**src/rtl/core/mtb_pkg.sv**
```systemverilog
// Shared types and constants for the morph-target trilinear blend.
// No dependencies; every other file of the block imports this package.
`default_nettype none

package mtb_pkg;

  // Default sizes of the datapath.
  localparam int COORD_WIDTH_DEF      = 32;
  localparam int WEIGHT_FRAC_BITS_DEF = 16;

  // Fixed sizes of the register file and the item fields.
  localparam int REG_WIDTH       = 17;
  localparam int CFG_INDEX_WIDTH = 2;
  localparam int NUM_AXES        = 3;
  localparam int AXIS_WIDTH      = 2;

  // Register indexes of the configuration port.
  typedef enum logic [CFG_INDEX_WIDTH-1:0] {
    REG_STRENGTH  = 2'd0,
    REG_DEXTERITY = 2'd1,
    REG_SCALE     = 2'd2
  } reg_index_t;

  // Kind of an item.
  typedef enum logic {
    KIND_VERTEX = 1'b0,
    KIND_OFFSET = 1'b1
  } item_kind_t;

  // Axis codes.
  localparam logic [AXIS_WIDTH-1:0] AXIS_X = 2'd0;
  localparam logic [AXIS_WIDTH-1:0] AXIS_Y = 2'd1;
  localparam logic [AXIS_WIDTH-1:0] AXIS_Z = 2'd2;

  // Side information that travels with each word through the pipeline.
  typedef struct packed {
    logic [AXIS_WIDTH-1:0] axis;
    item_kind_t            kind;
  } tag_t;

endpackage

`default_nettype wire

```
**src/rtl/core/mtb_weights.sv**
```systemverilog
// Blend weight registers with the clamp to one applied on the way out.
// Depends on mtb_pkg for the register indexes and widths.
`default_nettype none

module mtb_weights
  import mtb_pkg::*;
#(
  parameter int WEIGHT_FRAC_BITS = WEIGHT_FRAC_BITS_DEF
) (
  input  wire logic                       clk,
  input  wire logic                       rst,
  input  wire logic                       cfg_we,
  input  wire logic [CFG_INDEX_WIDTH-1:0] cfg_index,
  input  wire logic [REG_WIDTH-1:0]       cfg_data,
  output logic [WEIGHT_FRAC_BITS:0]       w_strength,
  output logic [WEIGHT_FRAC_BITS:0]       w_dexterity,
  output logic [WEIGHT_FRAC_BITS:0]       w_scale
);

  localparam int WW   = WEIGHT_FRAC_BITS + 1;
  localparam int CMPW = (WW > REG_WIDTH) ? WW : REG_WIDTH;
  localparam logic [CMPW-1:0] ONE = CMPW'(1) << WEIGHT_FRAC_BITS;

  logic [REG_WIDTH-1:0] strength;
  logic [REG_WIDTH-1:0] dexterity;
  logic [REG_WIDTH-1:0] scale;

  // A register value above one is used as exactly one.
  function automatic logic [WW-1:0] clamp_one(input logic [REG_WIDTH-1:0] r);
    logic [CMPW-1:0] x;
    x = CMPW'(r);
    if (x > ONE) begin
      x = ONE;
    end
    return x[WW-1:0];
  endfunction

  // Register writes; indexes past the last register are dropped.
  always_ff @(posedge clk) begin
    if (rst) begin
      strength  <= '0;
      dexterity <= '0;
      scale     <= '0;
    end else if (cfg_we) begin
      case (reg_index_t'(cfg_index))
        REG_STRENGTH:  strength  <= cfg_data;
        REG_DEXTERITY: dexterity <= cfg_data;
        REG_SCALE:     scale     <= cfg_data;
        default: ;
      endcase
    end
  end

  assign w_strength  = clamp_one(strength);
  assign w_dexterity = clamp_one(dexterity);
  assign w_scale     = clamp_one(scale);

endmodule

`default_nettype wire

```
**config.mk**
```make
export PLATFORM = sky130hd
export DESIGN_NAME = mtb_weights
export DESIGN_NICKNAME = d
export VERILOG_FILES = /design/src/rtl/core/mtb_pkg.sv /design/src/rtl/core/mtb_weights.sv
export SDC_FILE = /design/constraint.sdc
export NUM_CORES = 1
export LEC_CHECK = 0
export ABC_AREA = 1
export ABC_CLOCK_PERIOD_IN_PS = 1400
export BUFFER_PORTS_ARGS = -buffer_cell sky130_fd_sc_hd__buf_4
export CAP_MARGIN = 20
export CORE_ASPECT_RATIO = 0.5
export CORE_MARGIN = 2
export CORE_UTILIZATION = 51
export DETAILED_ROUTE_END_ITERATION = 7
export PLACE_DENSITY = 0.81
export SLEW_MARGIN = 20
export SYNTH_ARGS = -nofsm -noshare
export SYNTH_HDL_FRONTEND = slang
export SYNTH_SLANG_ARGS = --single-unit
```
**constraint.sdc**
```tcl
create_clock -name clk -period 1.4 [get_ports clk]
set_input_delay 0.21 -clock clk [delete_from_list [all_inputs] [get_ports clk]]
set_output_delay 0.21 -clock clk [all_outputs]
set_load 0.02 [all_outputs]
```
==> impl_metrics.tcl <==
set metrics [dict create \
    clkSlewWorstSetupHoldPaths_ps 100 \
    slew_viol_final 0 \
    diodes 0 \
    reg2reg_from "strength[16]$_SDFFE_PP0P_" \
    track_usage 0.254 \
    end_kind "output pin" \
    fin_crit_ps 1790 \
    crit_type "reg2out" \
    nFillCells 289 \
    tightestPinTransition_ps 550 \
    tritoncts "done" \
    hp-start "cfg_data[9]" \
    hold_class "in2reg" \
    gp_congestion 0.831 \
    start_util 0.538 \
    cts_buffers 5 \
    whs_ps 181 \
    grt-ovfl-total 0 \
    routedWlPerCell_um 15.0 \
    min_period_over_period 1.28 \
    crit_fanout 8 \
    synth-seq-cells 51 \
    hold_depth 3 \
    cts_root_buffer "clkbuf_8" \
    dpl.hpwl_um 4480 \
    wirelength_um 7070 \
    drc 0 \
    cap_viol_max_count 0 \
    power.density_nw_per_um2 985 \
    violations "negative setup slack" \
    finalClockSkew_ps 0 \
    port_buffers 72 \
    pin_count 73 \
    synth_area_um2 2400 \
    rows 17 \
    setup_viol 48 \
    grt_setup_unrepaired "yes" \
    die_y_um 52.5 \
    r2r_end "strength[16]$_SDFFE_PP0P_" \
    layout-drive-gt1-share 0.440 \
    viasPerCell 5.31 \
    fp.dieArea_um2 5310 \
    syn_nets 368 \
    leakage_nw 1.44 \
    layout.nets 435 \
    worstRegToRegCells 3 \
    synth_area_leaders "dfxtp_1, a21oi_1, nor2_1" \
    vias 2501 \
    max_freq_mhz 558 \
    die_x_um 101 \
    peakVddDrop_uv 596 \
    hold_buffers 0 \
    status "complete, but fails checks" \
    maxSlewHeadroom 0.634 \
    yosysTopAreaCellShare 0.425 \
    fin_util 0.801 \
    fin_setup_tns_ps -14800 \
    postSynthAreaPerCell_um2 6.95 \
    grt_pass1_wl_um 10400 \
    rrSetupSlack_ps 520 \
    hold_viol_final 0 \
    grt_pass1_vias 2171 \
    worst_slack_ps -391 \
    arrival_ps 1580 \
    final_cell_area_um2 3580 \
    synth.distinct_cells 18 \
    clockBufferDepth 2 \
    hold_end "scale[9]$_SDFFE_PP0P_" \
    syn_inst 346 \
    antenna_found_initial 0 \
    insertion_delay_ps 300 \
    area_growth_pct 48.9 \
    dr.pass1.iters 4 \
    crit_required_ps 1190 \
    core_area_um2 4470 \
    yosysWarnings 0 \
    drt_iter0_markers 133 \
    h-tree-depth 2 \
    dpl_cell_area_um2 2990 \
    grt_max_degree 52 \
    ant_nets 0 \
    yosys.area.top_type "dfxtp_1" \
    clock-sinks 51 \
    synth_seq_area_share 0.425 \
    start_kind "register" \
]
-- worst max path at each step --
stage,from,end,slack (ps),cells past startpoint
global placement,scale[3]$_SDFFE_PP0P_,w_scale[1],-7,6
finish,dexterity[10]$_SDFFE_PP0P_,w_dexterity[7],-390,7
CTS,dexterity[12]$_SDFFE_PP0P_,w_dexterity[8],-270,7
detailed placement,scale[14]$_SDFFE_PP0P_,w_scale[0],-60,6
global route,dexterity[10]$_SDFFE_PP0P_,w_dexterity[9],-460,7
floorplan,scale[6]$_SDFFE_PP0P_,w_scale[10],-10,6
-- registers in the layout, summed over array words and instances, names as in the netlist --
signal / flops
strength: 17
dexterity: 17
scale: 17
-- synthesized netlist by cell type, drive strengths merged --
cell    instances
a21oi          67
nand2          53
a211oi         32
nand3           2
dfxtp          51
clkbuf         15
nor2           64
nand4           1
inv            50
buf            11
-- report_power, final --
part / leakage, nW / internal, mW / switching (mW)
registers: 0.424 / 1.52 / 0.0413
clock network: 0.0581 / 0.533 / 0.503
logic: 0.962 / 0.366 / 0.560
total: 1.44 / 2.42 / 1.10
-- worst max-delay path, stage by stage, from the launching register on --
cell     delay [ps]
dfxtp_2         340
nor2_2          120
nand2_1          90
nor2_2          140
nand2_2         100
buf_8           170
a21oi_1         150
buf_4           170
-- through the flow --
step                std cells  worst slack [ps]  total power, mW
finish                    471              -391             3.52
CTS                       470              -267             3.36
global placement          459             -6.68             2.22
floorplan                 346             -9.97             1.98
detailed placement        459             -60.3             2.24
global route              471              -457             3.66
-- cell type report --
cell class	count	area, µm²	area share
Tap cell	57	71.3	0.0199
Sequential cell	51	1040	0.292
Clock inverter	3	43.8	0.0122
Multi-Input combinational cell	220	1390	0.389
Clock buffer	5	68.8	0.0192
Inverter	50	188	0.0524
Timing Repair Buffer	85	772	0.216
-- placed cells by master (no fill, tap or decap), drive strengths merged --
cell type / instances
nor2: 64
nand4: 1
buf: 84
clkinv: 2
inv: 50
nand2: 54
a211oi: 32
nand3: 2
bufinv: 1
dfxtp: 51
a21oi: 67
clkbuf: 6
-- timing repair --
action,in CTS,in global routing
cloned,1,1
setup buffers,2,0
endpoints found under the setup margin,48,48
resized for setup,50,70
pin swaps,6,15
-- metal layers --
layer,vias up,track usage,wire [µm]
met5,-,0,0
met4,0,0.0405,33
met3,5,0.0480,439
met2,84,0.407,3340
met1,1164,0.363,3250
li1,1248,-,-
-- cells by family (layout without fill, tap and decap cells) --
family,after synthesis,in the layout,synth area share
compound gates,99,99,0.247
flops,51,51,0.425
simple gates,120,121,0.197
buf+inv,76,143,0.132
Note: power is estimated with default switching activity, not from simulation.
