===== src/rtl/core/mtb_pkg.sv =====
// Shared types and constants for the morph-target trilinear blend.
// No dependencies; every other file of the block imports this package.
`default_nettype none

package mtb_pkg;

  // Default sizes of the datapath.
  localparam int COORD_WIDTH_DEF      = 32;
  localparam int WEIGHT_FRAC_BITS_DEF = 16;

  // Fixed sizes of the register file and the item fields.
  localparam int REG_WIDTH       = 17;
  localparam int CFG_INDEX_WIDTH = 2;
  localparam int NUM_AXES        = 3;
  localparam int AXIS_WIDTH      = 2;

  // Register indexes of the configuration port.
  typedef enum logic [CFG_INDEX_WIDTH-1:0] {
    REG_STRENGTH  = 2'd0,
    REG_DEXTERITY = 2'd1,
    REG_SCALE     = 2'd2
  } reg_index_t;

  // Kind of an item.
  typedef enum logic {
    KIND_VERTEX = 1'b0,
    KIND_OFFSET = 1'b1
  } item_kind_t;

  // Axis codes.
  localparam logic [AXIS_WIDTH-1:0] AXIS_X = 2'd0;
  localparam logic [AXIS_WIDTH-1:0] AXIS_Y = 2'd1;
  localparam logic [AXIS_WIDTH-1:0] AXIS_Z = 2'd2;

  // Side information that travels with each word through the pipeline.
  typedef struct packed {
    logic [AXIS_WIDTH-1:0] axis;
    item_kind_t            kind;
  } tag_t;

endpackage

`default_nettype wire


===== src/rtl/core/mtb_lerp.sv =====
// Three-stage linear blend of LANES value pairs by one weight, with flow control.
// Depends on mtb_pkg for the tag type carried beside the data.
`default_nettype none

module mtb_lerp
  import mtb_pkg::*;
#(
  parameter int COORD_WIDTH      = COORD_WIDTH_DEF,
  parameter int WEIGHT_FRAC_BITS = WEIGHT_FRAC_BITS_DEF,
  parameter int LANES            = 1
) (
  input  wire logic                                clk,
  input  wire logic                                rst,
  input  wire logic                                in_valid,
  output logic                                     in_ready,
  input  wire logic [LANES-1:0][COORD_WIDTH-1:0]   a,
  input  wire logic [LANES-1:0][COORD_WIDTH-1:0]   b,
  input  wire tag_t                                in_tag,
  input  wire logic [WEIGHT_FRAC_BITS:0]           weight,
  output logic                                     out_valid,
  input  wire logic                                out_ready,
  output logic [LANES-1:0][COORD_WIDTH-1:0]        y,
  output tag_t                                     out_tag
);

  localparam int DW = COORD_WIDTH + 1;
  localparam int PW = COORD_WIDTH + WEIGHT_FRAC_BITS + 2;

  // Stage registers: difference, product, blended value.
  logic                                v1, v2, v3;
  logic [LANES-1:0][COORD_WIDTH-1:0]   a1, a2, y3;
  logic [LANES-1:0][DW-1:0]            d1;
  logic [LANES-1:0][PW-1:0]            p2;
  tag_t                                t1, t2, t3;

  logic [LANES-1:0][DW-1:0]            d_next;
  logic [LANES-1:0][PW-1:0]            p_next;
  logic [LANES-1:0][COORD_WIDTH-1:0]   y_next;
  logic                                r1, r2, r3;

  // A stage takes a new word when it is empty or its word moves on.
  assign r3       = !v3 || out_ready;
  assign r2       = !v2 || r3;
  assign r1       = !v1 || r2;
  assign in_ready = r1;

  // Difference b - a, one bit wider than the coordinates.
  always_comb begin
    for (int i = 0; i < LANES; i++) begin
      d_next[i] = {b[i][COORD_WIDTH-1], b[i]} - {a[i][COORD_WIDTH-1], a[i]};
    end
  end

  // Signed difference times the unsigned weight.
  always_comb begin
    logic signed [PW-1:0] de;
    logic signed [PW-1:0] we;
    for (int i = 0; i < LANES; i++) begin
      de        = PW'($signed(d1[i]));
      we        = PW'({1'b0, weight});
      p_next[i] = de * we;
    end
  end

  // Floor shift of the product, then add back the first value; the sum
  // lies between the two inputs, so the low bits are exact.
  always_comb begin
    logic signed [PW-1:0] sh;
    for (int i = 0; i < LANES; i++) begin
      sh        = $signed(p2[i]) >>> WEIGHT_FRAC_BITS;
      y_next[i] = a2[i] + sh[COORD_WIDTH-1:0];
    end
  end

  // Valid bits.
  always_ff @(posedge clk) begin
    if (rst) begin
      v1 <= 1'b0;
      v2 <= 1'b0;
      v3 <= 1'b0;
    end else begin
      if (r1) v1 <= in_valid;
      if (r2) v2 <= v1;
      if (r3) v3 <= v2;
    end
  end

  // Payload registers.
  always_ff @(posedge clk) begin
    if (r1) begin
      a1 <= a;
      d1 <= d_next;
      t1 <= in_tag;
    end
    if (r2) begin
      a2 <= a1;
      p2 <= p_next;
      t2 <= t1;
    end
    if (r3) begin
      y3 <= y_next;
      t3 <= t2;
    end
  end

  assign out_valid = v3;
  assign y         = y3;
  assign out_tag   = t3;

endmodule

`default_nettype wire


===== config.mk =====
export PLATFORM = sky130hd
export DESIGN_NAME = mtb_lerp
export DESIGN_NICKNAME = d
export VERILOG_FILES = /design/src/rtl/core/mtb_pkg.sv /design/src/rtl/core/mtb_lerp.sv
export SDC_FILE = /design/constraint.sdc
export NUM_CORES = 2
export LEC_CHECK = 0
export ABC_AREA = 1
export BUFFER_PORTS_ARGS = -buffer_cell sky130_fd_sc_hd__buf_4
export CAP_MARGIN = 20
export CELL_PAD_IN_SITES_DETAIL_PLACEMENT = 0
export CELL_PAD_IN_SITES_GLOBAL_PLACEMENT = 1
export CORE_MARGIN = 10
export CORE_UTILIZATION = 45
export CTS_CLUSTER_DIAMETER = 30
export DETAILED_ROUTE_END_ITERATION = 8
export PLACE_DENSITY = 0.8
export SLEW_MARGIN = 20
export SYNTH_ARGS = -nofsm -noshare
export SYNTH_HDL_FRONTEND = slang
export SYNTH_SLANG_ARGS = --single-unit

===== constraint.sdc =====
create_clock -name clk -period 9.6 [get_ports clk]
set_clock_uncertainty 0.15 [all_clocks]
set_input_delay 1.44 -clock clk [delete_from_list [all_inputs] [get_ports clk]]
set_output_delay 1.44 -clock clk [all_outputs]
set_load 0.1 [all_outputs]

==> results.md <==
- CTS Root Cell: clkbuf_16
- Total global-route track usage: 0.226
- Die Ht: 277 um
- Clock Pin Slew Worst Setup and Hold Paths: 80 ps
- Num CTS Buffers: 17
- F_max: 0.141 GHz
- Placer Congestion: 0.932
- Fraction of layout cells with a size suffix above 1: 0.0508
- Bufs on Longest Clock Path: 2
- Pin count of the biggest net entering global routing: 71
- Initial DRC count: 1698
- Seq cells post-synth: 173
- Syn avg cell area: 7.83 um2
- Fill cells: 6592
- # IOs: 125
- Final setup fails: 0
- Global-route wire length before repair: 137000 um
- Slew margin rel.: 0.238
- # nets final: 4603
- Vias in the first global route: 24300
- Synth warnings: 0
- Slew @ Worst Pin: 1140 ps
- RSZ-0062 raised after global routing: no
- Max Cap Viol: 0
- Die Width: 277 um
- Most frequent cells in the layout: 1151 x inv_1, 1044 x nand2_1, 516 x fa_1
- DR WL/cell: 18.3 um
- Multi-input logic area: 19800 um2
- Outcome: complete, no violations
- CP Launch Type: input pin
- # diodes: 0
- Initial core utilization: 0.453
- Most used cell, CP: fa_1
- Crit path required time: 9650 ps
- CP max stage delay: 790 ps
- Cells after synthesis: 3806
- Crit path max fanout: 33
- Final Cycle Share: 0.740
- Synth Cell Area: 29800 um2
- Post-CTS Hold Fix Bufs: 0
- Initial antenna violation count: 0
- Routed via count: 23100
- WL final: 86000 um
- Min cycle time layout: 7110 ps
- CTS Sinks: 173
- ANT nets after route: 0
- Layout overhead on the synthesized area: 7.38%
- DR vias/cell: 4.91
- Synth Net Count: 4583
- # DRC: 0
- CTS tree: built
- # rows: 94
- Number of distinct library cells after synthesis: 39
- Htree depth: 4
- Worst skew pair latency: 450 ps
- Post-route setup TNS: 0 ps
- CORE AREA: 65700 um2
- Crit Path Category: in2reg
- Final hold violations: 0
- Seq/Total Area, Yosys: 0.173
- FF-to-FF setup slack: 2980 ps
- Post-CTS Resized: 0
- Critical Path AT: 7160 ps
- Post-CTS Setup Bufs: 0
- CP max stage cell: fa_1
- Commonest non-fill, non-tap cell in the layout: inv_1
- Crit end category: register
- Crit-path cells: buf_4, nand2_1, fa_1, inv_1, fa_1, inv_1, fa_1, fa_1, fa_1, fa_1, inv_1, ha_1, nand2_1, nor2_1, inv_1, nor3_1, nand3_1, nand3_1, inv_1, nand2_1, nand2_1
- HPWL Detailed: 70400 um
- HP Class: reg2reg
- GR Overflow Total: 0
- PortBufs: 124
- Seq. cell area: 5160 um2
- DR pass1 iterations: 6
- Slew Limit Fails: 0
- Die area: 76900 um2
[state kept, by name (all words and copies together) (netlist names)]
signal	cells
a1	32
a2	32
d1	33
out_tag	3
out_valid	1
p2	32
t1	3
t2	3
v1	1
v2	1
y	32
[synth_stat cells]
master | n | area [um2]
inv_1 | 1152 | 4320
nand2_1 | 1045 | 3920
fa_1 | 516 | 10300
ha_1 | 173 | 2160
edfxtp_1 | 170 | 5100
nor2_1 | 155 | 582
clkbuf_1 | 129 | 484
a21oi_1 | 115 | 576
nand3_1 | 92 | 460
o21ai_0 | 56 | 280
xor2_1 | 55 | 482
nand4_1 | 18 | 113
o21bai_1 | 16 | 120
nor3_1 | 15 | 75.1
a21o_1 | 12 | 90.1
xnor2_1 | 12 | 105
a21boi_0 | 9 | 67.6
nand3b_1 | 6 | 45.0
inv_2 | 5 | 18.8
nand2_2 | 5 | 31.3
nor2_2 | 5 | 31.3
o21ai_1 | 5 | 25.0
and3_1 | 4 | 25.0
nor2_4 | 4 | 45.0
o21ai_2 | 4 | 35.0
a31oi_1 | 3 | 18.8
dfxtp_1 | 3 | 60.1
nand3_2 | 3 | 30.0
nor4_1 | 3 | 18.8
o211ai_1 | 3 | 22.5
a21oi_2 | 2 | 17.5
and2_1 | 2 | 12.5
o21a_1 | 2 | 15.0
or2_1 | 2 | 12.5
buf_2 | 1 | 5.00
nor3b_2 | 1 | 12.5
o211ai_2 | 1 | 12.5
o311ai_0 | 1 | 8.76
o31a_1 | 1 | 8.76
[cells by family after synthesis]
logic type	Yosys count	share of synthesized area
simple gates	1360	0.182
buf+inv	1287	0.162
fa+ha+maj	689	0.419
compound gates	230	0.0436
flops	173	0.173
xor+xnor	67	0.0197
[worst max-delay path, delay by kind of cell]
family	cells	cell delay [ps]
and+or+nand+nor	8	1030
adders and majority gates	7	3750
buffers and inverters	6	900
[final timing paths]
path / startpoint / end / cells after the start
worst max-delay path: weight[3] / p2[47]$_DFFE_PP_ / 21
worst min register to register: a1[13]$_DFFE_PP_ / a2[13]$_DFFE_PP_ / 0
worst max register to register: d1[15]$_DFFE_PP_ / p2[27]$_DFFE_PP_ / 18
worst min-delay path: a1[13]$_DFFE_PP_ / a2[13]$_DFFE_PP_ / 0
[final cells by class]
| type | instances | share of cell area |
|---|---|---|
| Multi-Input combinational cell | 2346 | 0.619 |
| Sequential cell | 173 | 0.161 |
| Inverter | 1157 | 0.136 |
| Tap cell | 864 | 0.0338 |
| Timing Repair Buffer | 131 | 0.0307 |
| Clock buffer | 17 | 0.0133 |
| Clock inverter | 15 | 0.00598 |
[metrics by stage]
| stage | worst slack (ps) | hold slack [ps] | utilization | instance area (um2) | instances |
|---|---|---|---|---|---|
| CTS | 2510 | 263 | 0.487 | 32000 | 4703 |
| global route | 2150 | 261 | 0.487 | 32000 | 4703 |
| floorplan | 2590 | 250 | - | 29800 | 3806 |
| global placement | 2070 | 251 | 0.477 | 31400 | 4671 |
| detailed placement | 2040 | 255 | 0.477 | 31400 | 4671 |
| finish | 2490 | 262 | 0.487 | 32000 | 4703 |
[routing by layer]
| layer | vias up | global-route usage | part of all wire |
|---|---|---|---|
| met4 | 0 | 0.0523 | 0.022 |
| li1 | 11000 | - | - |
| met2 | 634 | 0.394 | 0.49 |
| met3 | 88 | 0.0180 | 0.052 |
| met5 | - | 0 | 0 |
| met1 | 11400 | 0.300 | 0.43 |
Power is not shown: default switching activity piles up to over one toggle a cycle in this logic, so the estimate is an artifact.
