--- config.mk ---
export PLATFORM = sky130hd
export DESIGN_NAME = mtb_out_flat
export DESIGN_NICKNAME = d
export VERILOG_FILES = /design/src/rtl/core/mtb_pkg.sv /design/src/rtl/core/mtb_if.sv /design/src/rtl/core/mtb_out.sv /design/src/flat_wrapper.sv
export SDC_FILE = /design/constraint.sdc
export NUM_CORES = 1
export LEC_CHECK = 0
export ABC_AREA = 1
export BUFFER_PORTS_ARGS = -buffer_cell sky130_fd_sc_hd__clkbuf_2
export CORE_ASPECT_RATIO = 0.7
export CORE_UTILIZATION = 56
export CTS_BUF_LIST = sky130_fd_sc_hd__clkbuf_8
export CTS_CLUSTER_SIZE = 30
export DETAILED_ROUTE_END_ITERATION = 8
export HOLD_SLACK_MARGIN = 0.08
export PLACE_DENSITY_LB_ADDON = 0.1
export SYNTH_ARGS = -nofsm -noshare
export SYNTH_HDL_FRONTEND = slang
export SYNTH_SLANG_ARGS = --single-unit
--- constraint.sdc ---
create_clock -name clk -period 5.85 [get_ports clk]
set_input_delay 1.17 -clock clk [delete_from_list [all_inputs] [get_ports clk]]
set_output_delay 1.17 -clock clk [all_outputs]
set_load 0.05 [all_outputs]
--- src/rtl/core/mtb_pkg.sv ---
// Shared types and constants for the morph-target trilinear blend.
// No dependencies; every other file of the block imports this package.
`default_nettype none

package mtb_pkg;

  // Default sizes of the datapath.
  localparam int COORD_WIDTH_DEF      = 32;
  localparam int WEIGHT_FRAC_BITS_DEF = 16;

  // Fixed sizes of the register file and the item fields.
  localparam int REG_WIDTH       = 17;
  localparam int CFG_INDEX_WIDTH = 2;
  localparam int NUM_AXES        = 3;
  localparam int AXIS_WIDTH      = 2;

  // Register indexes of the configuration port.
  typedef enum logic [CFG_INDEX_WIDTH-1:0] {
    REG_STRENGTH  = 2'd0,
    REG_DEXTERITY = 2'd1,
    REG_SCALE     = 2'd2
  } reg_index_t;

  // Kind of an item.
  typedef enum logic {
    KIND_VERTEX = 1'b0,
    KIND_OFFSET = 1'b1
  } item_kind_t;

  // Axis codes.
  localparam logic [AXIS_WIDTH-1:0] AXIS_X = 2'd0;
  localparam logic [AXIS_WIDTH-1:0] AXIS_Y = 2'd1;
  localparam logic [AXIS_WIDTH-1:0] AXIS_Z = 2'd2;

  // Side information that travels with each word through the pipeline.
  typedef struct packed {
    logic [AXIS_WIDTH-1:0] axis;
    item_kind_t            kind;
  } tag_t;

endpackage

`default_nettype wire

--- src/rtl/core/mtb_if.sv ---
// Valid/ready channel interfaces for the blend input and result words.
// Depends on mtb_pkg for the field widths.
`default_nettype none


interface mtb_out_if
  import mtb_pkg::*;
#(
  parameter int COORD_WIDTH = COORD_WIDTH_DEF
);
  logic                   valid;
  logic                   ready;
  logic [COORD_WIDTH-1:0] blended_value;
  logic [AXIS_WIDTH-1:0]  result_axis;
  logic                   result_kind;
  logic                   saturated;

  modport source (
    output valid, blended_value, result_axis, result_kind, saturated,
    input  ready
  );

  modport sink (
    input  valid, blended_value, result_axis, result_kind, saturated,
    output ready
  );
endinterface

`default_nettype wire

--- src/rtl/core/mtb_out.sv ---
// Offset store, offset add with saturation, and the result output register.
// Depends on mtb_pkg and the result channel interface in mtb_if.
`default_nettype none

module mtb_out
  import mtb_pkg::*;
#(
  parameter int COORD_WIDTH = COORD_WIDTH_DEF
) (
  input  wire logic                   clk,
  input  wire logic                   rst,
  input  wire logic                   in_valid,
  output logic                        in_ready,
  input  wire logic [COORD_WIDTH-1:0] value,
  input  wire tag_t                   in_tag,
  mtb_out_if.source                   results
);

  localparam logic [COORD_WIDTH-1:0] MAX_VAL = {1'b0, {(COORD_WIDTH-1){1'b1}}};
  localparam logic [COORD_WIDTH-1:0] MIN_VAL = {1'b1, {(COORD_WIDTH-1){1'b0}}};

  logic [COORD_WIDTH-1:0] offsets [NUM_AXES];
  logic [COORD_WIDTH-1:0] off;
  logic [COORD_WIDTH:0]   sum;
  logic [COORD_WIDTH-1:0] value_next;
  logic                   sat_next;
  logic                   load;

  assign in_ready = !results.valid || results.ready;
  assign load     = in_valid && in_ready;

  // Stored offset of this word's axis; the unused axis code adds zero.
  always_comb begin
    case (in_tag.axis)
      AXIS_X:  off = offsets[AXIS_X];
      AXIS_Y:  off = offsets[AXIS_Y];
      AXIS_Z:  off = offsets[AXIS_Z];
      default: off = '0;
    endcase
  end

  // Vertex words add the offset and clamp; offset words pass unchanged.
  always_comb begin
    sum = {value[COORD_WIDTH-1], value} + {off[COORD_WIDTH-1], off};
    if (in_tag.kind == KIND_OFFSET) begin
      value_next = value;
      sat_next   = 1'b0;
    end else if (sum[COORD_WIDTH] != sum[COORD_WIDTH-1]) begin
      value_next = sum[COORD_WIDTH] ? MIN_VAL : MAX_VAL;
      sat_next   = 1'b1;
    end else begin
      value_next = sum[COORD_WIDTH-1:0];
      sat_next   = 1'b0;
    end
  end

  // Offset words store their blend when they leave the pipeline, so later
  // vertex words of the same axis see it in order.
  always_ff @(posedge clk) begin
    if (rst) begin
      for (int i = 0; i < NUM_AXES; i++) begin
        offsets[i] <= '0;
      end
    end else if (load && in_tag.kind == KIND_OFFSET) begin
      case (in_tag.axis)
        AXIS_X:  offsets[AXIS_X] <= value;
        AXIS_Y:  offsets[AXIS_Y] <= value;
        AXIS_Z:  offsets[AXIS_Z] <= value;
        default: ;
      endcase
    end
  end

  // Output valid bit.
  always_ff @(posedge clk) begin
    if (rst) begin
      results.valid <= 1'b0;
    end else if (in_ready) begin
      results.valid <= in_valid;
    end
  end

  // Output payload.
  always_ff @(posedge clk) begin
    if (load) begin
      results.blended_value <= value_next;
      results.result_axis   <= in_tag.axis;
      results.result_kind   <= in_tag.kind;
      results.saturated     <= sat_next;
    end
  end

endmodule

`default_nettype wire

--- src/flat_wrapper.sv ---
// flat-port wrapper written by rule: the top's interface ports become plain ports
module mtb_out_flat import mtb_pkg::*;
#(
  parameter int COORD_WIDTH = COORD_WIDTH_DEF
)
  (clk, rst, in_valid, in_ready, value, in_tag, results_valid, results_blended_value, results_result_axis, results_result_kind, results_saturated, results_ready);
  mtb_out_if #(.COORD_WIDTH(COORD_WIDTH)) results_i ();
  input  wire logic clk;
  input  wire logic rst;
  input  wire logic in_valid;
  output logic in_ready;
  input  wire logic [COORD_WIDTH-1:0] value;
  input  wire tag_t in_tag;
  output wire logic [$bits(results_i.valid)-1:0] results_valid;
  output wire logic [$bits(results_i.blended_value)-1:0] results_blended_value;
  output wire logic [$bits(results_i.result_axis)-1:0] results_result_axis;
  output wire logic [$bits(results_i.result_kind)-1:0] results_result_kind;
  output wire logic [$bits(results_i.saturated)-1:0] results_saturated;
  input wire logic [$bits(results_i.ready)-1:0] results_ready;
  assign results_valid = results_i.valid;
  assign results_blended_value = results_i.blended_value;
  assign results_result_axis = results_i.result_axis;
  assign results_result_kind = results_i.result_kind;
  assign results_saturated = results_i.saturated;
  assign results_i.ready = results_ready;
  mtb_out #(.COORD_WIDTH(COORD_WIDTH)) u_core (.clk(clk), .rst(rst), .in_valid(in_valid), .in_ready(in_ready), .value(value), .in_tag(in_tag), .results(results_i));
endmodule
==> metrics, run 1 <==
Hold Buf Count CTS 0; final RePlAce weighted congestion 0.956; crit path launch type input port; number of synthesized flops with an enable pin 132; area of the core 13300 um2; Synth Register Bits 133; syn_area_per_cell 8.55 um2; dpl cells 1151; row cnt 35; critical path arrival 4.53 ns; drt first pass iters 5; Ys Warns 0; drt total wl 20.0 mm; clock-pin transition on the worst setup and hold timing paths 0.08 ns; Yosys top cell by area edfxtp_1; Netlist Area Pre-Place 7750 um2; Final setup viols 0; Die Wd 143 um; register area share after synthesis 51.4%; Detailed Route Iter0 Violations 664; CTS Buf Count 17; Final Skew 0.0127 ns; DRC Markers 0; final hold violation count 0; RSZ-0062 raised after global routing false; met2 WL 7.76 mm; slowest stage delay, CP 0.76 ns; Worst Max-Slew Pin Slew 1.06 ns; Initial Utilization 58.2%; Async SR Flop Fraction 0%; top area cells in the synthesized netlist edfxtp_1 (51%), nand2_1 (11%), inv_1 (6.8%); Global Route Usage Sum 29.5%; die footprint 14300 um2; CTS tree yes; via count 6420; share of cells above drive strength 1 14.5%; pwr/cell area 283 nW/um2; post-cts sizing count 0; CP max stage cell or2_2; first-pass GRT wire length 31.2 mm; Worst-Skew Late Latency 0.45 ns; vias in the first global route 5819; Max FO, Critical Path 33; Worst VDD drop 212 uV; top_reg_cell synth edfxtp_1; top cell type's share of synthesized area 51.1%; Vias per Instance 5.43; Tmin final 4.34 ns; post-route insts no fill 1183; Seq. cell area 3980 um2; Critical Path, Cell by Cell clkbuf_2 -> or2_2 -> o211ai_1 -> ha_1 -> fa_1 -> nand2_1 -> nand2_1 -> nand3_1 -> nand2_2 -> nand2_2 -> nand2_2 -> nand2_2 -> nand2_2 -> nand2_1 -> nand2_2 -> a21oi_4 -> buf_4 -> a21oi_1; synth cell count leaders nand2_1 (233), inv_1 (141), edfxtp_1 (132), nor2_1 (108), nand3_1 (65); DRT antenna net count 0; # diodes 0; M1 WL 9.78 mm; Crit. End Element register; Post-Syn Instances 906; io pins 77; fmax 0.231 GHz; status finished clean; # Post-CTS Setup Buffers 0; H-tree depth 4; cell area after layout 8730 um2; Slew Limit Headroom 29.5%; pins over their slew limit 0; largest net degree at the start of global routing 39; clk sink count 133; Min-Delay Path Class register to register; DIE HEIGHT 100 um; Critical Path RT 6.04 ns; DP Wirelength 14.5 mm; Leak 0.00410 uW; input/output buffers 76; most frequent cell after synthesis nand2_1; Setup Crit Path Kind input port to register; fin nets 1057; CTS root buf clkbuf_8; Multi-input gate area 3130 um2; Max-Cap Viols 0; uppermost layer routed met4; total grt overflow 0; met3 wire len 2.23 mm; number of filler cells placed in the layout 1153; Area after DPL 8340 um2; Netlist cell types 31; Wirelength per Cell 16.9 um; Hold WS 0.547 ns; initial antenna violation count 0; CP dominant cell by count nand2_2; Synth Net Count 978; Final period util 74.1%; Clock Path Buffers 2; Area Growth Syn to Fin 12.6%
registers in the layout (all words and copies together), names as in the netlist:
name / cells
u_core.offsets: 96
u_core.results.blended_value: 32
u_core.results.result_axis: 2
u_core.results.result_kind: 1
u_core.results.saturated: 1
u_core.results.valid: 1
where the power goes:
group | internal (uW) | switching [uW]
Combinational | 154 | 409
Sequential | 1120 | 18.5
Clock | 381 | 387
Total | 1650 | 815
critical path: cells and delay by family:
kind	cells	cell delay [ns]
buffers and inverters	2	0.69
AND/OR/NAND/NOR	11	1.57
AO/OA/AOI/OAI	3	0.41
adder cells (fa/ha/maj)	2	0.68
path summary, 6_finish.rpt:
check / startpoint / endpoint / slack, ns / cells after the start
setup reg to reg: u_core.offsets[0][32]$_DFFE_PP_ / u_core.results.blended_value[22]$_DFFE_PP_ / 3.04 / 17
hold / removal: u_core.results.valid$_SDFFE_PP0N_ / u_core.results.valid$_SDFFE_PP0N_ / 0.55 / 2
hold reg to reg: u_core.results.valid$_SDFFE_PP0N_ / u_core.results.valid$_SDFFE_PP0N_ / 0.55 / 2
setup / recovery: in_tag[1] / u_core.results.blended_value[22]$_DFFE_PP_ / 1.51 / 18
per-layer routing:
metal	GRT usage (%)	vias to the layer above
met1	47.1	2933
li1	-	3147
met4	7.28	0
met3	6.01	20
met2	40.4	320
met5	0	-
kinds of logic after synthesis:
kind of cell	after synthesis	share of synthesized area [%]
DFF	133	51.4
AOI/OAI and AO/OA	119	9.28
xor gates and xnor gates	19	2.15
adders and majority gates	33	5.42
buffers and inverters	169	8.78
and+or+nand+nor	433	23.0
layout by cell type (no fill, tap or decap), types with 2 or more instances in the layout:
| cell type | n |
|---|---|
| o21ai_0 | 8 |
| a21oi_1 | 63 |
| nor2_1 | 107 |
| clkinv_2 | 2 |
| clkbuf_2 | 76 |
| o21ai_2 | 2 |
| xnor2_1 | 3 |
| buf_4 | 11 |
| nor3_1 | 5 |
| ha_1 | 32 |
| xor2_1 | 16 |
| nor2_2 | 3 |
| inv_1 | 142 |
| a21oi_4 | 2 |
| clkinvlp_4 | 4 |
| or2_2 | 2 |
| nand3_2 | 2 |
| nand2_2 | 11 |
| nand3_1 | 64 |
| o211ai_1 | 32 |
| a21oi_2 | 2 |
| clkinv_4 | 2 |
| clkbuf_8 | 17 |
| bufinv_16 | 2 |
| inv_6 | 4 |
| nand3b_1 | 2 |
| edfxtp_1 | 132 |
| o21bai_1 | 8 |
| nand2_1 | 233 |
| nand4_1 | 2 |
per-stage QoR:
step | util (%) | power (uW) | setup WS, ns | setup TNS [ns]
after detailed placement | 62.6 | 1710 | 1.09 | 0
after CTS | 65.6 | 2470 | 1.55 | 0
final | 65.6 | 2470 | 1.51 | 0
after global routing | 65.6 | 2560 | 1.23 | 0
after global placement | 62.6 | 1710 | 1.20 | 0
after floorplan | - | 1560 | -0.359 | -22.98
cell type report:
type / instances / share of cell area [%]
Multi-Input combinational cell: 604 / 35.8
Timing Repair Buffer: 87 / 5.30
Inverter: 142 / 6.11
Sequential cell: 133 / 45.6
Tap cell: 185 / 2.65
Clock buffer: 17 / 2.68
Clock inverter: 15 / 1.79
Power figures use the tool's default switching activity.
==> run 2: changes to the inputs <==
Settings changed: CORE_UTILIZATION 56 to 60.
Clock period 5.85 ns to 4.31 ns, I/O delays scaled along.
==> run 2 against run 1 <==
  * Critical path depth grew 1
  * Highest routed layer unchanged
  * First-iteration DRC count grew 3.5%
  * Count of clock-buffer cells in the layout is the same
  * Routed wire length grew 4.5%
  * Sequential power grew 35%
  * Largest power group unchanged
  * Critical endpoint is now u_core.results.blended_value[23]$_DFFE_PP_
  * Clock power grew 42%
  * Utilization grew 4.8 points
  * Sequential share of layout area shrank 0.40 points
  * Clock skew shrank 0.0012 ns
  * Non-clock buffer count grew 10
  * Die area shrank 6.6%
  * Combinational power grew 40%
==> metrics, run 2 (synthesis gave the netlist of run 1 again) <==
CP dominant cell by count nand2_1; final hold violation count 0; row cnt 34; # Post-CTS Setup Buffers 0; Hold Path Stages 2; critical path arrival 3.95 ns; RSZ-0062 raised after global routing false; Setup Crit Path Kind input port to register; Max FO, Critical Path 19; DRT antenna net count 0; Global Route Usage Sum 33.1%; Worst VDD drop 350 uV; fin nets 1067; status finished clean; Worst-Skew Late Latency 0.44 ns; Critical Path, Cell by Cell clkbuf_2 -> inv_2 -> or2_2 -> buf_4 -> o211ai_1 -> ha_1 -> nand2_1 -> nand2_1 -> nand2_1 -> nand2_1 -> nand2_1 -> nand2_1 -> a21oi_2 -> nand2_1 -> nand2_1 -> nand2_2 -> a21oi_4 -> buf_4 -> a21oi_1; met2 WL 8.43 mm; Final Skew 0.0115 ns; die footprint 13400 um2; area of the core 12500 um2; registers with the most flip-flops u_core.offsets: 96 flops, u_core.results.blended_value: 32 flops, u_core.results.result_axis: 2 flops; total grt overflow 0; Reg2Reg Launch Point u_core.offsets[0][32]$_DFFE_PP_; H-tree depth 4; commonest non-fill, non-tap cell in the layout nand2_1; Min-Delay Path Class register to register; post-cts sizing count 0; final core utilization 70.4%; Tmin final 3.77 ns; CTS tree yes; fmax 0.265 GHz; drt first pass iters 6; drt total wl 20.9 mm; Hold Path End u_core.results.valid$_SDFFE_PP0N_; Final TNS setup 0 ns; Vias per Instance 5.62; Worst Max-Slew Pin Slew 0.919 ns; Initial Utilization 62.0%; first-pass GRT wire length 32.6 mm; crit path launch type input port; slowest stage delay, CP 0.35 ns; pwr/cell area 388 nW/um2; vias in the first global route 6075; Detailed Route Iter0 Violations 687; Wirelength per Cell 17.8 um; uppermost layer routed met4; CTS Buf Count 17; DRC Markers 0; DIE HEIGHT 97.1 um; io pins 77; Critical Path RT 4.49 ns; Hold Buf Count CTS 0; Clock Path Buffers 2; share of cells above drive strength 1 15.2%; Leak 0.00416 uW; Area Growth Syn to Fin 13.6%; Slew Limit Headroom 38.6%; max reg flops 96; M1 WL 9.72 mm; clk sink count 133; # diodes 0; cells on worst reg2reg path 17; Max-Cap Viols 0; met3 wire len 2.45 mm; Hold WS 0.560 ns; via count 6580; clock-pin transition on the worst setup and hold timing paths 0.08 ns; initial antenna violation count 0; largest net degree at the start of global routing 38; Final period util 87.4%; Die Wd 138 um; pins over their slew limit 0; FF-to-FF setup slack 1.25 ns; Crit. End Element register; Critical R2R Capture u_core.results.blended_value[23]$_DFFE_PP_; most frequent cells in the layout nand2_1 (233), inv_1 (141), edfxtp_1 (132), nor2_1 (107), clkbuf_2 (76); Most flops, register u_core.offsets; CTS root buf clkbuf_8; CP max stage cell ha_1; DP Wirelength 15.4 mm; Final setup viols 0; input/output buffers 76; min-delay src u_core.results.valid$_SDFFE_PP0N_; final RePlAce weighted congestion 0.986
[run 2: worst max-delay path by stage]
| stage | endpoint | depth (start not counted) | slack [ns] | startpoint |
|---|---|---|---|---|
| finish | u_core.results.blended_value[23]$_DFFE_PP_ | 19 | 0.54 | in_tag[2] |
| global route | u_core.results.blended_value[28]$_DFFE_PP_ | 19 | 0.36 | in_tag[2] |
| CTS | u_core.results.blended_value[23]$_DFFE_PP_ | 19 | 0.60 | in_tag[2] |
| detailed placement | u_core.results.blended_value[23]$_DFFE_PP_ | 19 | 0.18 | in_tag[2] |
| global placement | u_core.results.blended_value[27]$_DFFE_PP_ | 19 | 0.25 | in_tag[2] |
| floorplan | u_core.offsets[0][32]$_DFFE_PP_ | 4 | 0.06 | results_ready |
[run 2: per-layer routing]
layer / global-route usage, % / up-vias
met2: 44.7 / 361
li1: - / 3156
met4: 7.69 / 0
met1: 52.7 / 3035
met5: 0 / -
met3: 8.14 / 28
[run 2: final cells by class]
cell class,instances,area (um2)
clock buffers,17,234
clock inverters,15,179
fillers,1029,3700
inverters,142,533
multi-input cells,604,3120
flip-flops and latches,133,3980
well taps,162,203
repair buffers,97,551
[run 2: critical path: cells and delay by family]
kind                     cells  cell delay [ns]
AND/OR/NAND/NOR             10             1.00
buffers and inverters        4             0.76
AO/OA/AOI/OAI                4             0.93
adder cells (fa/ha/maj)      1             0.35
[run 2: metrics by stage]
step | total power (uW) | setup slack, ns | area, um2 | instances
3_5_place_dp | 2340 | 0.178 | 8390 | 1138
4_1_cts | 3410 | 0.604 | 8800 | 1170
3_3_place_gp | 2330 | 0.247 | 8390 | 1138
2_1_floorplan | 2120 | 0.0562 | 7760 | 906
5_1_grt | 3560 | 0.358 | 8800 | 1170
6_report | 3420 | 0.542 | 8800 | 1170
[run 2: report_power, final]
part           leakage, uW  switching [uW]  internal [uW]
combinational      0.00258             571            218
clock             0.000202             512            575
sequential         0.00138            22.6           1520
==> run 3: changes to the inputs <==
Settings changed: CORE_ASPECT_RATIO 0.7 to unset, PLACE_DENSITY set to 0.81, PLACE_DENSITY_LB_ADDON 0.1 to unset.
==> run 3 against run 2 <==
  * Routed wire length down 6.4%
  * Utilization down 1.1 points
  * Fmax up 3.4%
  * Cell area down 0.65%
  * Register-to-register slack better by 0.13 ns
  * Largest cell class unchanged
==> metrics, run 3 (synthesis gave the netlist of run 1 again) <==
total grt overflow 0; input/output buffers 76; CP top delay family compound AO/OA/AOI/OAI gates; CTS tree yes; Final setup viols 0; Worst VDD drop 335 uV; final hold violation count 0; Clock Path Buffers 2; Slew Limit Headroom 25.5%; critical path arrival 3.85 ns; pwr/cell area 371 nW/um2; routing usage on met3 6.59%; Min-Delay Path Class register to register; Initial Utilization 61.4%; io pins 77; Clk pwr share 28.8%; Setup Crit Path Kind input port to register; Max-Cap Viols 0; CTS root buf clkbuf_8; DIE HEIGHT 116 um; vias in the first global route 5921; Area Growth Syn to Fin 12.9%; Vias per Instance 5.52; CP dominant cell by count nand2_1; slowest stage delay, CP 0.35 ns; number of filler cells placed in the layout 974; drt first pass iters 6; global-route layer with the greatest usage met2; fin nets 1061; DP Wirelength 14.4 mm; most frequent cells in the layout nand2_1 (233), inv_1 (141), edfxtp_1 (132), nor2_1 (107), clkbuf_2 (76); registers with the most flip-flops u_core.offsets: 96 flops, u_core.results.blended_value: 32 flops, u_core.results.result_axis: 2 flops; Multi-input gate area 3120 um2; Pwr Total 3250 uW; # Post-CTS Setup Buffers 0; Pint 2180 uW; Wirelength per Cell 16.6 um; Max FO, Critical Path 20; drt total wl 19.5 mm; largest net degree at the start of global routing 38; dpl ws 0.257 ns; die footprint 13400 um2; P_sw 1070 uW; share of cells above drive strength 1 14.6%; clock-pin transition on the worst setup and hold timing paths 0.08 ns; row cnt 41; # diodes 0; Worst Max-Slew Pin Slew 1.12 ns; first-pass GRT wire length 30.5 mm; Die Wd 116 um; CP max stage cell a21oi_4; Worst Setup Slack, final 0.664 ns; met2 Use GR 47.7%; part of the power in registers 47.5%; status finished clean; Critical Path, Cell by Cell clkbuf_2 -> inv_2 -> or2_2 -> buf_4 -> o211ai_1 -> ha_1 -> nand2_1 -> inv_1 -> a21oi_1 -> nand2_1 -> a21oi_2 -> nand2_1 -> nand2_1 -> nand2_2 -> a21oi_4 -> buf_4 -> a21oi_1; RSZ-0062 raised after global routing false; Detailed Route Iter0 Violations 595; Leak 0.00411 uW; clk sink count 133; CTS Buf Count 17; Final period util 84.6%; post-cts sizing count 0; Worst-Skew Late Latency 0.46 ns; final RePlAce weighted congestion 0.969; Switching Share 32.8%; buffer and inverter count on the worst path 5; DRC Markers 0; Final Skew 0.0121 ns; Final TNS setup 0 ns; Hold Buf Count CTS 0; H-tree depth 4; commonest non-fill, non-tap cell in the layout nand2_1; pins over their slew limit 0; Critical Path RT 4.52 ns; logic gate share of total power 23.7%; Seq. cell area 3980 um2; area of the core 12600 um2; crit path launch type input port; fmax 0.274 GHz; DRT antenna net count 0; met1 Track Usage GR 44.1%; initial antenna violation count 0; Most flops, register u_core.offsets; via count 6484; Tmin final 3.65 ns; Crit. End Element register; Global Route Usage Sum 31.1%; max reg flops 96
## run 3: layout make-up
type | instances | area share, %
sequential | 133 | 45.6
clock inverter | 15 | 1.33
inverter | 142 | 6.09
clock buffer | 17 | 2.68
multi-input combinational | 604 | 35.7
tap | 172 | 2.46
timing repair buffer | 91 | 6.21
## run 3: layer usage
metal,wire length (um),up-vias
li1,-,3147
met1,8620,2966
met2,8760,332
met3,1740,39
met4,396,0
met5,0,-
## run 3: worst min-delay path, stage by stage, from the launching register on
cell	delay [ns]
dfxtp_1	0.35
nand2_1	0.10
a21oi_1	0.06
## run 3: worst paths after layout
kind | startpoint | cells after the start | endpoint | slack [ns]
setup / recovery | in_tag[2] | 17 | u_core.results.blended_value[27]$_DFFE_PP_ | 0.66
hold / removal | u_core.results.valid$_SDFFE_PP0N_ | 2 | u_core.results.valid$_SDFFE_PP0N_ | 0.54
setup reg to reg | u_core.offsets[0][32]$_DFFE_PP_ | 17 | u_core.results.blended_value[27]$_DFFE_PP_ | 1.38
hold reg to reg | u_core.results.valid$_SDFFE_PP0N_ | 2 | u_core.results.valid$_SDFFE_PP0N_ | 0.54
## run 3: power groups by stage
| stage | combinational (uW) | clock, uW | sequential, uW |
|---|---|---|---|
| floorplan | 426 | 0 | 1690 |
| global placement | 747 | 0 | 1570 |
| detailed placement | 753 | 0 | 1570 |
| CTS | 758 | 950 | 1540 |
| global route | 839 | 997 | 1550 |
| finish | 769 | 937 | 1540 |
## run 3: metrics by stage
stage | std cells | instance area (um2) | hold WS [ns] | util, %
floorplan | 906 | 7760 | 0.792 | -
global placement | 1142 | 8400 | 0.530 | 66.5
detailed placement | 1142 | 8400 | 0.540 | 66.5
CTS | 1174 | 8750 | 0.549 | 69.3
global route | 1174 | 8750 | 0.577 | 69.3
finish | 1174 | 8750 | 0.543 | 69.3
